===== src/rtl/core/qdx4_pkg.sv =====
// ----------------------------------------------------------------------------
// qdx4_pkg
// Shared types, constants and the transition table of the x4 quadrature
// decoder.
// ----------------------------------------------------------------------------
`default_nettype none

package qdx4_pkg;

   // Counter width, legal range 16 to 64
   localparam int COUNT_WIDTH = 32;

   // Port payload widths
   localparam int OUT_FIELD_W = 32;
   localparam int AB_W        = 2;
   localparam int REQ_DATA_W  = 8;
   localparam int RSP_FIELDS_W = 3 * OUT_FIELD_W + AB_W;
   localparam int RSP_DATA_W  = ((RSP_FIELDS_W + 7) / 8) * 8;

   // Item kind codes (req_tuser)
   localparam logic KIND_EDGE  = 1'b0;
   localparam logic KIND_CLEAR = 1'b1;

   typedef logic [COUNT_WIDTH-1:0] count_type;

   typedef enum logic [1:0] {
      STEP_NONE = 2'd0,
      STEP_UP   = 2'd1,
      STEP_DOWN = 2'd2
   } step_type;

   typedef struct packed {
      logic kind;
      logic pin_a;
      logic pin_b;
      logic edge_a;
      logic edge_b;
   } evt_type;

   typedef struct packed {
      logic [AB_W-1:0] ab;
      count_type       position;
      count_type       invalid;
      count_type       edges;
   } counts_type;

   // Transition table indexed by {previous AB, current AB}
   function automatic step_type step_lookup(logic [AB_W-1:0] prev_ab, logic [AB_W-1:0] cur_ab);
      step_type s;
      case ({prev_ab, cur_ab})
         4'b0001, 4'b0111, 4'b1000, 4'b1110: s = STEP_DOWN;
         4'b0010, 4'b0100, 4'b1011, 4'b1101: s = STEP_UP;
         default:                            s = STEP_NONE;
      endcase
      return s;
   endfunction

   // Sign-extend or truncate the position count to the output field
   function automatic logic [OUT_FIELD_W-1:0] position_out(count_type v);
      logic signed [63:0] w;
      w = 64'(signed'(v));
      return w[OUT_FIELD_W-1:0];
   endfunction

   // Zero-extend or truncate an unsigned count to the output field
   function automatic logic [OUT_FIELD_W-1:0] count_out(count_type v);
      logic [63:0] w;
      w = 64'(v);
      return w[OUT_FIELD_W-1:0];
   endfunction

endpackage

`default_nettype wire


===== src/rtl/core/quadrature_decoder_x4_unit.sv =====
// Path: an accepted request is held in the input register, then its update is registered in the response register.
// Throughput: 1 transaction per cycle while the response side does not stall; the
//   state update lies between the input register and the response register.
// Reset: synchronous, active high; clears the AB state and all counters and
//   empties both pipeline registers.
// ----------------------------------------------------------------------------
// quadrature_decoder_x4_unit
// Four-counts-per-quadrature-period decoder. Each request carries the sampled
// A/B levels and per-pin edge flags; each response carries the position,
// invalid-transition count, edge count and last AB state after that item.
// ----------------------------------------------------------------------------
`default_nettype none

module quadrature_decoder_x4_unit (
   input  wire                                clock,
   input  wire                                reset,
   // request channel
   input  wire                                req_tvalid,
   output logic                               req_tready,
   input  wire  [qdx4_pkg::REQ_DATA_W-1:0]    req_tdata,  // [0] pin_a, [1] pin_b,
                                                          // [2] edge_a, [3] edge_b, pad
   input  wire                                req_tuser,  // [0] kind
   // response channel
   output logic                               rsp_tvalid,
   input  wire                                rsp_tready,
   output logic [qdx4_pkg::RSP_DATA_W-1:0]    rsp_tdata   // [31:0] position,
                                                          // [63:32] invalid_count,
                                                          // [95:64] edge_count,
                                                          // [97:96] ab_state, pad
);

   // Event held in the input register
   qdx4_pkg::evt_type    evt;
   logic                 evt_valid;
   logic                 evt_take;

   // Decoder state
   qdx4_pkg::counts_type state_ff, state_in;
   qdx4_pkg::counts_type state_next;

   // Response register
   logic                              rsp_valid_ff, rsp_valid_in;
   logic [qdx4_pkg::RSP_DATA_W-1:0]   rsp_data_ff, rsp_data_in;

   qdx4_in_stage u_in_stage (
      .clock      (clock),
      .reset      (reset),
      .req_tvalid (req_tvalid),
      .req_tready (req_tready),
      .req_tdata  (req_tdata),
      .req_tuser  (req_tuser),
      .evt_valid  (evt_valid),
      .evt_take   (evt_take),
      .evt        (evt)
   );

   qdx4_step u_step (
      .evt (evt),
      .cur (state_ff),
      .nxt (state_next)
   );

   // Advance the held event when the response register is free or draining
   assign evt_take = evt_valid && (!rsp_valid_ff || rsp_tready);

   always_comb begin
      state_in     = state_ff;
      rsp_valid_in = rsp_valid_ff;
      rsp_data_in  = rsp_data_ff;
      if (evt_take) begin
         // commit the update and show it in the same transaction
         state_in     = state_next;
         rsp_valid_in = 1'b1;
         rsp_data_in  = qdx4_pkg::RSP_DATA_W'({state_next.ab,
                                               qdx4_pkg::count_out(state_next.edges),
                                               qdx4_pkg::count_out(state_next.invalid),
                                               qdx4_pkg::position_out(state_next.position)});
      end else if (rsp_tready) begin
         // response taken with nothing behind it: drop valid
         rsp_valid_in = 1'b0;
      end
   end

   always_ff @(posedge clock) begin
      if (reset) begin
         state_ff     <= '0;
         rsp_valid_ff <= 1'b0;
      end else begin
         state_ff     <= state_in;
         rsp_valid_ff <= rsp_valid_in;
      end
   end

   // Payload holds without reset
   always_ff @(posedge clock) begin
      rsp_data_ff <= rsp_data_in;
   end

   assign rsp_tvalid = rsp_valid_ff;
   assign rsp_tdata  = rsp_data_ff;

endmodule

`default_nettype wire


===== src/rtl/core/qdx4_in_stage.sv =====
// ----------------------------------------------------------------------------
// qdx4_in_stage
// Input register: captures one event transaction and holds it until the
// update logic takes it.
// ----------------------------------------------------------------------------
`default_nettype none

module qdx4_in_stage (
   input  wire                                clock,
   input  wire                                reset,
   input  wire                                req_tvalid,
   output logic                               req_tready,
   input  wire  [qdx4_pkg::REQ_DATA_W-1:0]    req_tdata,  // pin_a, pin_b, edge_a, edge_b, pad
   input  wire                                req_tuser,  // kind
   output logic                               evt_valid,
   input  wire                                evt_take,
   output qdx4_pkg::evt_type                  evt
);

   logic              valid_ff, valid_in;
   qdx4_pkg::evt_type evt_ff, evt_in;
   logic              accept;

   assign req_tready = !valid_ff || evt_take;
   assign accept     = req_tvalid && req_tready;

   always_comb begin
      valid_in = valid_ff;
      evt_in   = evt_ff;
      if (accept) begin
         valid_in      = 1'b1;
         evt_in.kind   = req_tuser;
         evt_in.pin_a  = req_tdata[0];
         evt_in.pin_b  = req_tdata[1];
         evt_in.edge_a = req_tdata[2];
         evt_in.edge_b = req_tdata[3];
      end else if (evt_take) begin
         valid_in = 1'b0;
      end
   end

   always_ff @(posedge clock) begin
      if (reset) begin
         valid_ff <= 1'b0;
      end else begin
         valid_ff <= valid_in;
      end
   end

   always_ff @(posedge clock) begin
      evt_ff <= evt_in;
   end

   assign evt_valid = valid_ff;
   assign evt       = evt_ff;

endmodule

`default_nettype wire


===== src/rtl/core/qdx4_step.sv =====
// ----------------------------------------------------------------------------
// qdx4_step
// Next-state logic: clear, table lookup, position step, invalid and edge counts.
// ----------------------------------------------------------------------------
`default_nettype none

module qdx4_step (
   input  qdx4_pkg::evt_type    evt,
   input  qdx4_pkg::counts_type cur,
   output qdx4_pkg::counts_type nxt
);

   logic [qdx4_pkg::AB_W-1:0] cur_ab;
   qdx4_pkg::step_type        step;

   assign cur_ab = {evt.pin_a, evt.pin_b};
   assign step   = qdx4_pkg::step_lookup(cur.ab, cur_ab);

   always_comb begin
      nxt = cur;
      if (evt.kind == qdx4_pkg::KIND_CLEAR) begin
         nxt.ab       = cur_ab;
         nxt.position = '0;
         nxt.invalid  = '0;
         nxt.edges    = '0;
      end else if (evt.edge_a || evt.edge_b) begin
         nxt.ab = cur_ab;
         // both phases moved at once
         if ((cur_ab != cur.ab) && (step == qdx4_pkg::STEP_NONE)) begin
            nxt.invalid = cur.invalid + qdx4_pkg::count_type'(1);
         end
         case (step)
            qdx4_pkg::STEP_UP:   nxt.position = cur.position + qdx4_pkg::count_type'(1);
            qdx4_pkg::STEP_DOWN: nxt.position = cur.position - qdx4_pkg::count_type'(1);
            default:             nxt.position = cur.position;
         endcase
         nxt.edges = cur.edges + qdx4_pkg::count_type'(evt.edge_a)
                               + qdx4_pkg::count_type'(evt.edge_b);
      end
   end

endmodule

`default_nettype wire


===== config.mk =====
export PLATFORM = sky130hd
export DESIGN_NAME = quadrature_decoder_x4_unit
export DESIGN_NICKNAME = d
export VERILOG_FILES = /design/src/rtl/core/qdx4_pkg.sv /design/src/rtl/core/quadrature_decoder_x4_unit.sv /design/src/rtl/core/qdx4_in_stage.sv /design/src/rtl/core/qdx4_step.sv
export SDC_FILE = /design/constraint.sdc
export NUM_CORES = 1
export LEC_CHECK = 0
export ABC_AREA = 1
export BUFFER_PORTS_ARGS = -buffer_cell sky130_fd_sc_hd__clkbuf_2
export CORE_MARGIN = 4
export CORE_UTILIZATION = 55
export DETAILED_ROUTE_END_ITERATION = 16
export GPL_ROUTABILITY_DRIVEN = 0
export GPL_TIMING_DRIVEN = 0
export PLACE_DENSITY = 0.75
export SYNTH_ARGS = -nofsm -noshare
export SYNTH_HDL_FRONTEND = slang
export SYNTH_SLANG_ARGS = --single-unit

===== constraint.sdc =====
create_clock -name clock -period 5.44 [get_ports clock]
set_input_delay 1.088 -clock clock [delete_from_list [all_inputs] [get_ports clock]]
set_output_delay 1.088 -clock clock [all_outputs]
set_load 0.1 [all_outputs]

=== After elaboration in Yosys (flattened, before gate mapping) ===
Memory sizes are Yosys's and may differ from the RTL's.
Cells that the tools add are included.

* Memories kept: 1
* Bits of input ports: 13
* Flip-flop bits (word level): 203
* Word-level logic and storage cells: 40
* ROM bits: 32

{| class="wikitable"
|+ Memory list
! name !! depth !! width !! rd ports !! clocked after Yosys merged registers in !! wr ports !! RTL line !! text
|-
| (no name shown) || 16 || 2 || 1 || 0 || 0 || qdx4_pkg.sv:50 || <nowiki>case ({prev_ab, cur_ab})</nowiki>
|}

* Muxes and demuxes: 8
* Reductions and logical operators: 11
* Equal/unequal tests: 3
* Add/sub/neg operators: 5

{| class="wikitable"
|+ Operator list
! cell !! count
|-
| 98-bit 2-to-1 mux || 2
|-
| 32-bit by 1-bit adder with 32-bit output || 2
|-
| 32-bit by 1-bit adder with 32-bit output, second input constant || 2
|-
| 32-bit case mux with 2 select lines || 1
|-
| 32-bit 2-to-1 mux || 1
|-
| 32-bit by 1-bit subtractor with 32-bit output, second input constant || 1
|-
| 1-bit 2-to-1 mux || 4
|-
| 2-bit nonzero test || 2
|-
| 1-bit logical AND || 3
|-
| 1-bit logical OR || 3
|-
| 2-bit by 1-bit == test with 1-bit output, second input constant || 1
|-
| 2-bit == test, second input constant || 1
|-
| 1-bit logical NOT || 2
|-
| 2-bit logical NOT || 1
|-
| 2-bit != test || 1
|}

=== Logic depth before layout (Yosys ltp) ===
Gate-level depths: netlist of the first run.

* Word-level depth: 6
* Depth in mapped cells: 22
* Mapped depth without buffers: 20

=== By module ===
Synthesis of the first run repeated with hierarchy kept, for this count alone.

* Cells, all modules: 1938
* Area total of the unflattened synthesis: 12809.8 sq um

{| class="wikitable"
|+ By module, submodules not included
! module !! area each (sq um) !! times used !! cells an instance
|-
| quadrature_decoder_x4_unit || 7373.3 || 1 || 753
|-
| qdx4_step || 5238.8 || 1 || 1174
|-
| qdx4_in_stage || 197.7 || 1 || 11
|}

=== Worst setup path before layout of the first run ===
Ideal clock, no wire load.

* Path type: input to register
* Start point: input port rsp_tready
* End point: register rsp_data_ff (netlist bit rsp_tdata[0]), enable pin
* Setup time: 500 ps
* Setup slack: 306 ps
* Stages: 6
* Arrival time: 4634 ps
* Data required time: 4940 ps
* Cell sequence: inv_1 -> nand2_1 -> nand2_1 -> inv_2 -> clkbuf_1 -> buf_1

* Cells in the longest elaborated chain, start to end: 2

{| class="wikitable"
|+ Ends and longest elaborated chain
! what !! RTL line !! text
|-
| start: declaration || quadrature_decoder_x4_unit.sv:25 || <nowiki>input wire rsp_tready,</nowiki>
|-
| 1-bit logical OR || quadrature_decoder_x4_unit.sv:64 || <nowiki>assign evt_take = evt_valid && (!rsp_valid_ff || rsp_tready);</nowiki>
|-
| 1-bit logical AND || quadrature_decoder_x4_unit.sv:64 ||
|-
| named net evt_take || quadrature_decoder_x4_unit.sv:35 || <nowiki>logic evt_take;</nowiki>
|-
| end signal: assignment || quadrature_decoder_x4_unit.sv:96 || <nowiki>rsp_data_ff <= rsp_data_in;</nowiki>
|-
| end: declaration || quadrature_decoder_x4_unit.sv:43 || <nowiki>logic [qdx4_pkg::RSP_DATA_W-1:0] rsp_data_ff, rsp_data_in;</nowiki>
|}

The timed path passes the listed nets, and every way through them passes these cells.
A chain may end at the register's enable or synchronous reset.

==> reports/qor.yml, run 1 <==
timing:
  slew_violations: 0
  fmax_ghz: 0.281
  period_share_pct: 65.5
  worstMarginPinSlew_ps: 803
  finalSetupViolations: 0
  hold_violations: 0
  grt_setup_unrepaired: "false"
  fin_skew_ps: 15.2
  layout_min_cycle_time_ps: 3560
  slew_headroom_pct: 46.5
  fin_setup_tns_ps: 0
  layout_setup_ws_ps: 1880
die:
  core_um2: 21200
  start_util_pct: 56.6
  die_w_um: 156
  io_pins: 119
  dieArea_um2: 24300
  rows: 53
  fp.dieH_um: 156
route:
  drtIter0Drc: 1052
  viasPerCell: 5.46
  first_pass_iters: 6
  wl_per_cell_um: 15.6
  wl_mm: 33.1
  via_count: 11600
  drc: 0
  ant_nets: 0
clock_network:
  clock_latency_ps: 530
  postCtsSetupBuffers: 0
  clock-root-buffer: "clkbuf_16"
  htree_levels: 1
  clockBufferDepth: 3
  cts_resized: 0
  numCtsBuffers: 22
  cts_tree: "built"
  cts.sinks: 203
  cts_hold_buf: 0
  path_clk_slew_ps: 60
global_routing:
  grt_antenna_before_repair: 0
  grt_pass1_vias: 10900
  grt_max_degree: 43
  grt.overflow.total: 0
  grt_use_total_pct: 27.1
  grt_pass1_wl_mm: 54.0
cells_and_area:
  antenna_cells: 0
  final_layout_size_suffix_gt1_share_pct: 12.2
  final_nets: 1851
  area_growth_pct: 14.1
  final.fill_count: 1900
placement:
  dp_hpwl_mm: 24.7
  place_ws_ps: 1750
  portBuffers: 107
power:
  ir_worst_vdd_mv: 0.217
  leakagePower_nw: 6.26
  p_per_area_nw_per_um2: 321
worst_setup_path:
  endpoint_kind: "flop"
  worst-endpoint-arrival_ps: 3840
  critPathKind: "reg2reg"
  critPathRequiredTime_ps: 5720
  cp-start-kind: "flop"
  worst-path-max-fanout: 10
logic_synthesis:
  syn_area_um2: 12000
  synthFlopType: "edfxtp_1"
  yosysSeqAreaShare_pct: 42.4
  async_flop_share_pct: 0
  synth_cells: 1693
  syn_area_per_cell_um2: 7.09
  synth_edf_count: 103
  synth-seq-cells: 203
  synth_cell_types: 48
  yosys_warnings: 0
min_path:
  hold_class: "reg2reg"
outcome:
  outcome: "finished, final reports clean"
job:
  maxCapViolations: 0
flip-flops by register name, summed over array words and instances (netlist names):
register	count
state_ff	98
rsp_tdata	98
u_in_stage.evt	5
rsp_tvalid	1
u_in_stage.evt_valid	1
stage by stage:
step                      total power, mW  area (um^2)  hold WS [ps]  util [%]  std cells
final                                4.39        13700           491      64.6       2122
after global placement               2.85        12900           466      60.8       2080
after detailed placement             2.86        12900           481      61.0       2082
after global routing                 4.57        13700           525      64.6       2122
after floorplan                      2.64        12000           447         -       1698
after CTS                            4.41        13700           490      64.6       2122
final timing paths:
path	startpoint	endpoint	slack [ps]	depth (start not counted)
setup / recovery	u_in_stage.evt[3]	rsp_tdata[28]	1880	20
hold / removal	state_ff[0]	state_ff[0]	490	2
setup reg to reg	u_in_stage.evt[3]	rsp_tdata[28]	1880	20
hold reg to reg	state_ff[0]	state_ff[0]	490	2
where the power goes:
| part | total, mW | switching (mW) | internal [mW] |
|---|---|---|---|
| Combinational | 1.07 | 0.831 | 0.235 |
| Sequential | 1.78 | 0.0675 | 1.71 |
| Clock | 1.55 | 0.623 | 0.924 |
cells in the final DEF (no fill, tap or decap), types with 8 or more instances in the layout:
cell,netlist,final
a21oi_1,151,151
buf_4,8,8
clkbuf_1,42,48
clkbuf_16,0,22
clkbuf_2,0,107
dfxtp_1,100,100
edfxtp_1,103,103
inv_1,269,269
inv_2,11,11
nand2_1,446,446
nand2_2,11,11
nand3_1,123,123
nand4_1,27,27
nor2_1,127,127
nor2_2,14,14
nor3_1,28,28
o21ai_0,109,109
xnor2_1,12,12
xor2_1,22,22
final cells by class:
| cell class | count | area (um^2) | area share [%] |
|---|---|---|---|
| multi-input cells | 1146 | 5520 | 40.3 |
| flip-flops and latches | 203 | 5090 | 37.2 |
| inverters | 281 | 1060 | 7.72 |
| clock buffers | 30 | 601 | 4.38 |
| repair buffers | 109 | 576 | 4.20 |
| plain buffers | 68 | 350 | 2.56 |
| well taps | 275 | 344 | 2.51 |
| clock inverters | 10 | 155 | 1.13 |
cell usage after synthesis (3+ instances only):
cell / number / area share, %
nand2_1: 446 / 14
inv_1: 269 / 8.4
a21oi_1: 151 / 6.3
nor2_1: 127 / 4.0
nand3_1: 123 / 5.1
o21ai_0: 109 / 4.5
edfxtp_1: 103 / 26
dfxtp_1: 100 / 17
clkbuf_1: 42 / 1.3
nor3_1: 28 / 1.2
nand4_1: 27 / 1.4
xor2_1: 22 / 1.6
nor2_2: 14 / 0.73
xnor2_1: 12 / 0.88
inv_2: 11 / 0.34
nand2_2: 11 / 0.57
buf_4: 8 / 0.50
buf_1: 7 / 0.22
ha_1: 6 / 0.63
nor4_1: 6 / 0.31
or2_2: 6 / 0.31
a211oi_1: 5 / 0.31
a21o_1: 5 / 0.31
buf_2: 5 / 0.21
nor2_4: 5 / 0.47
xor2_2: 5 / 0.68
buf_6: 4 / 0.38
o21ai_1: 4 / 0.17
a21oi_2: 3 / 0.22
and2_1: 3 / 0.16
o21bai_1: 3 / 0.19
xor2_4: 3 / 0.69
per-layer routing:
layer / routed length [um] / GRT usage [%] / vias to the layer above / share of wire [%]
li1: - / - / 5709 / -
met1: 13600 / 35.1 / 5258 / 41
met2: 15400 / 45.3 / 504 / 47
met3: 2620 / 4.80 / 109 / 7.9
met4: 1480 / 11.0 / 0 / 4.5
met5: 0 / 0 / - / 0
cells by family after synthesis:
logic type,count (synthesis),synth area share (%)
simple gates,802,28.6
buf+inv,349,11.7
compound gates,289,12.6
flops,203,42.4
xor+xnor,42,3.85
fa+ha+maj,7,0.792
other cells,1,0.0312
worst max-delay path, stage by stage, from the launching register on:
cell and delay [ps]:
edfxtp_1 490, xor2_1 190, nor2_1 200, ha_1 200, buf_6 150, inv_4 70, buf_6 150, nand2_1 80
and2_1 160, ha_1 150, inv_1 50, nand2_1 140, nand3_1 120, o21ai_1 370, nand3_1 140, nand3_1 190
nand2_1 100, nand3_1 80, nand3_1 100, nand2_1 120, inv_1 50
Power figures use the tool's default switching activity.
==> run 2: changes to the inputs <==
ABC_AREA = 0   (was 1)
clock period = 3.3 ns   (was 5.44 ns; I/O delays follow)
==> reports/qor.yml, run 2 <==
logic_synthesis:
  async_flop_share_pct: 0  # unchanged
  syn_area_um2: 11700  # -2.4%
  syn_area_per_cell_um2: 8.61  # +21%
  yosys_warnings: 0  # unchanged
  netlist_top_cells_area: "edfxtp_1 26%, dfxtp_1 17%, nor2_1 6.2%"
  synthFlopType: "edfxtp_1"
  synth_edf_count: 103  # unchanged
  synth_cells: 1361  # -20%
  yosysSeqAreaShare_pct: 43.5  # +1.0 points
  synth-seq-cells: 203  # unchanged
  synth_common_cells: "194 x nor2_1, 127 x nand2_1, 108 x o21ai_0, 103 x edfxtp_1, 101 x a21oi_1"
  synth_cell_types: 93  # +94%
  yosysTopAreaCell: "edfxtp_1"
  synth_most_common_cell: "nor2_1"
  yosysTopAreaCellShare_pct: 26.4  # +0.62 points
worst_setup_path:
  cp_slowest_stage_delay_ps: 460  # -30 ps
  path_common_cell: "buf_8"
  crit_path_cell_trace: "xnor2_2 -> nand2_2 -> ha_4 -> buf_8 -> buf_12 -> buf_8 -> buf_8 -> clkbuf_16 -> xor2_2 -> ha_2 -> a21boi_4 -> o22ai_4 -> buf_6 -> nor3_4 -> o211ai_4 -> and2_4 -> o21ai_4 -> mux2i_2 -> mux2_4"
  worst-endpoint-arrival_ps: 4330  # +490 ps
  endpoint_kind: "flop"
  critPathKind: "reg2reg"
  reg2reg_slack_ps: -760  # -2630 ps
  cp-start-kind: "flop"
  critPathRequiredTime_ps: 3570  # -2150 ps
  cp_slowest_cell: "edfxtp_1"
  worst-path-max-fanout: 4  # -6
timing:
  layout_setup_ws_ps: -757  # -2630 ps
  hold_ws_ps: 301  # -190 ps
  fmax_ghz: 0.247  # -12%
  hold_violations: 0  # unchanged
  slew_headroom_pct: 25.2  # -21 points
  period_share_pct: 123  # +57 points
  worstMarginPinSlew_ps: 1110  # +308 ps
  fin_skew_ps: 16.2  # +1.00 ps
  layout_min_cycle_time_ps: 4060  # +492 ps
  finalSetupViolations: 50  # +50
  slew_violations: 0  # unchanged
  grt_setup_unrepaired: "true"
clock_network:
  cts_tree: "built"
  htree_levels: 1  # unchanged
  clock-root-buffer: "clkbuf_16"
  path_clk_slew_ps: 60  # about the same
  numCtsBuffers: 23  # +4.5%
  clock_latency_ps: 540  # about the same
  cts_hold_buf: 0  # unchanged
  cts.sinks: 203  # unchanged
  clockBufferDepth: 3  # unchanged
outcome:
  outcome: "complete, but fails checks"
  violations: "negative setup slack"
die:
  start_util_pct: 55.8  # -0.81 points
  dieArea_um2: 23700  # -2.2%
  rows: 53  # unchanged
  io_pins: 119  # unchanged
  fp.dieH_um: 154  # -1.1%
  core_um2: 21000  # -0.94%
  die_w_um: 154  # -1.1%
global_routing:
  grt.overflow.total: 0  # unchanged
  grt_use_total_pct: 29.2  # +2.1 points
  grt_pass1_wl_mm: 56.8  # +5.0%
  grt_max_degree: 76  # +77%
  grt_pass1_vias: 10700  # -2.1%
  grt_antenna_before_repair: 0  # unchanged
cells_and_area:
  area.sequential_um2: 5090  # unchanged
  final_cell_mix: "191 x nor2_1, 121 x nand2_1, 115 x clkbuf_2"
  final.fill_count: 1649  # -13%
  antenna_cells: 0  # unchanged
  area_growth_pct: 22.7
  multi_input_area_um2: 6550  # +19%
  final_layout_size_suffix_gt1_share_pct: 20.5  # +8.3 points
  final_nets: 1564  # -16%
  fin_cells: 1836  # -13%
  final_common_cell: "nor2_1"
placement:
  dp_hpwl_mm: 24.3  # -1.8%
  placed_cells: 1749  # -16%
  portBuffers: 107  # unchanged
route:
  first_pass_iters: 6  # unchanged
  drtIter0Drc: 1419  # +35%
  wl_per_cell_um: 19.9  # +27%
  wl_mm: 36.5  # +10%
  viasPerCell: 6.31  # +16%
  drc: 0  # unchanged
  via_count: 11600  # -0.017%
  ant_nets: 0  # unchanged
power:
  leakagePower_nw: 5.20  # -17%
  ir_worst_vdd_mv: 0.385  # +78%
  p_per_area_nw_per_um2: 483  # +51%
min_path:
  hold_class: "in2reg"
job:
  maxCapViolations: 0  # unchanged
-- run 2: where the power goes --
| part | internal [mW] | switching [mW] |
|---|---|---|
| combinational | 0.347 | 1.10 |
| sequential | 2.73 | 0.0327 |
| clock | 1.66 | 1.08 |
-- run 2: repair_timing --
action                     CTS  global route
setup buffers               28            20
resized for setup           61            50
gates cloned                 0             0
setup endpoints to repair   62            87
pin swaps                   32            37
-- run 2: worst max-delay path: cells and delay by family (launching register included) --
kind            cells  cell delay, ps
fa+ha+maj           2             390
compound gates      4             640
mux                 2             630
xor+xnor            2             370
buf+inv             6             740
simple gates        3             550
flops               1             460
-- run 2: through the flow --
stage	utilization, %	setup TNS, ps	area [um^2]	total power [mW]	setup slack, ps
6_report	68.4	-18030	14400	6.95	-757
5_1_grt	68.4	-25430	14400	7.17	-841
4_1_cts	67.0	-18760	14100	6.90	-898
3_5_place_dp	60.6	-33080	12700	4.09	-1410
3_3_place_gp	60.5	-106930	12700	4.08	-1370
2_1_floorplan	-	-8710	11800	3.80	-629
-- run 2: logic make-up (layout without fill, tap and decap cells) --
family | count (synthesis) | in the layout | share of synthesized area [%]
AOI/OAI and AO/OA | 352 | 352 | 19.2
xor gates and xnor gates | 100 | 100 | 7.47
adders and majority gates | 7 | 7 | 0.811
buffers and inverters | 134 | 329 | 4.95
DFF | 203 | 203 | 43.5
muxes | 16 | 16 | 1.41
other | 1 | 6 | 0.0320
and+or+nand+nor | 548 | 548 | 22.6
-- run 2: worst paths after layout --
path / startpoint / to / cells past startpoint
setup / recovery: u_in_stage.evt[2] / rsp_tdata[22] / 19
setup reg to reg: u_in_stage.evt[2] / rsp_tdata[22] / 19
hold reg to reg: state_ff[8] / state_ff[8] / 2
hold / removal: req_tuser / u_in_stage.evt[4] / 1
-- run 2: metal layers --
layer	vias to the layer above	share of wire (%)	GRT usage [%]
met3	148	11	5.74
met4	0	4.5	11.2
met1	5375	39	40.2
li1	5237	-	-
met2	818	45	45.7
met5	-	0	0
-- run 2: area by class of cell --
cell class / count / area share, %
inverter: 24 / 0.626
buffer: 109 / 3.87
tap: 275 / 2.39
clock inverter: 11 / 1.29
timing repair buffer: 154 / 6.47
clock buffer: 31 / 4.35
sequential: 203 / 35.4
multi-input combinational: 1029 / 45.6
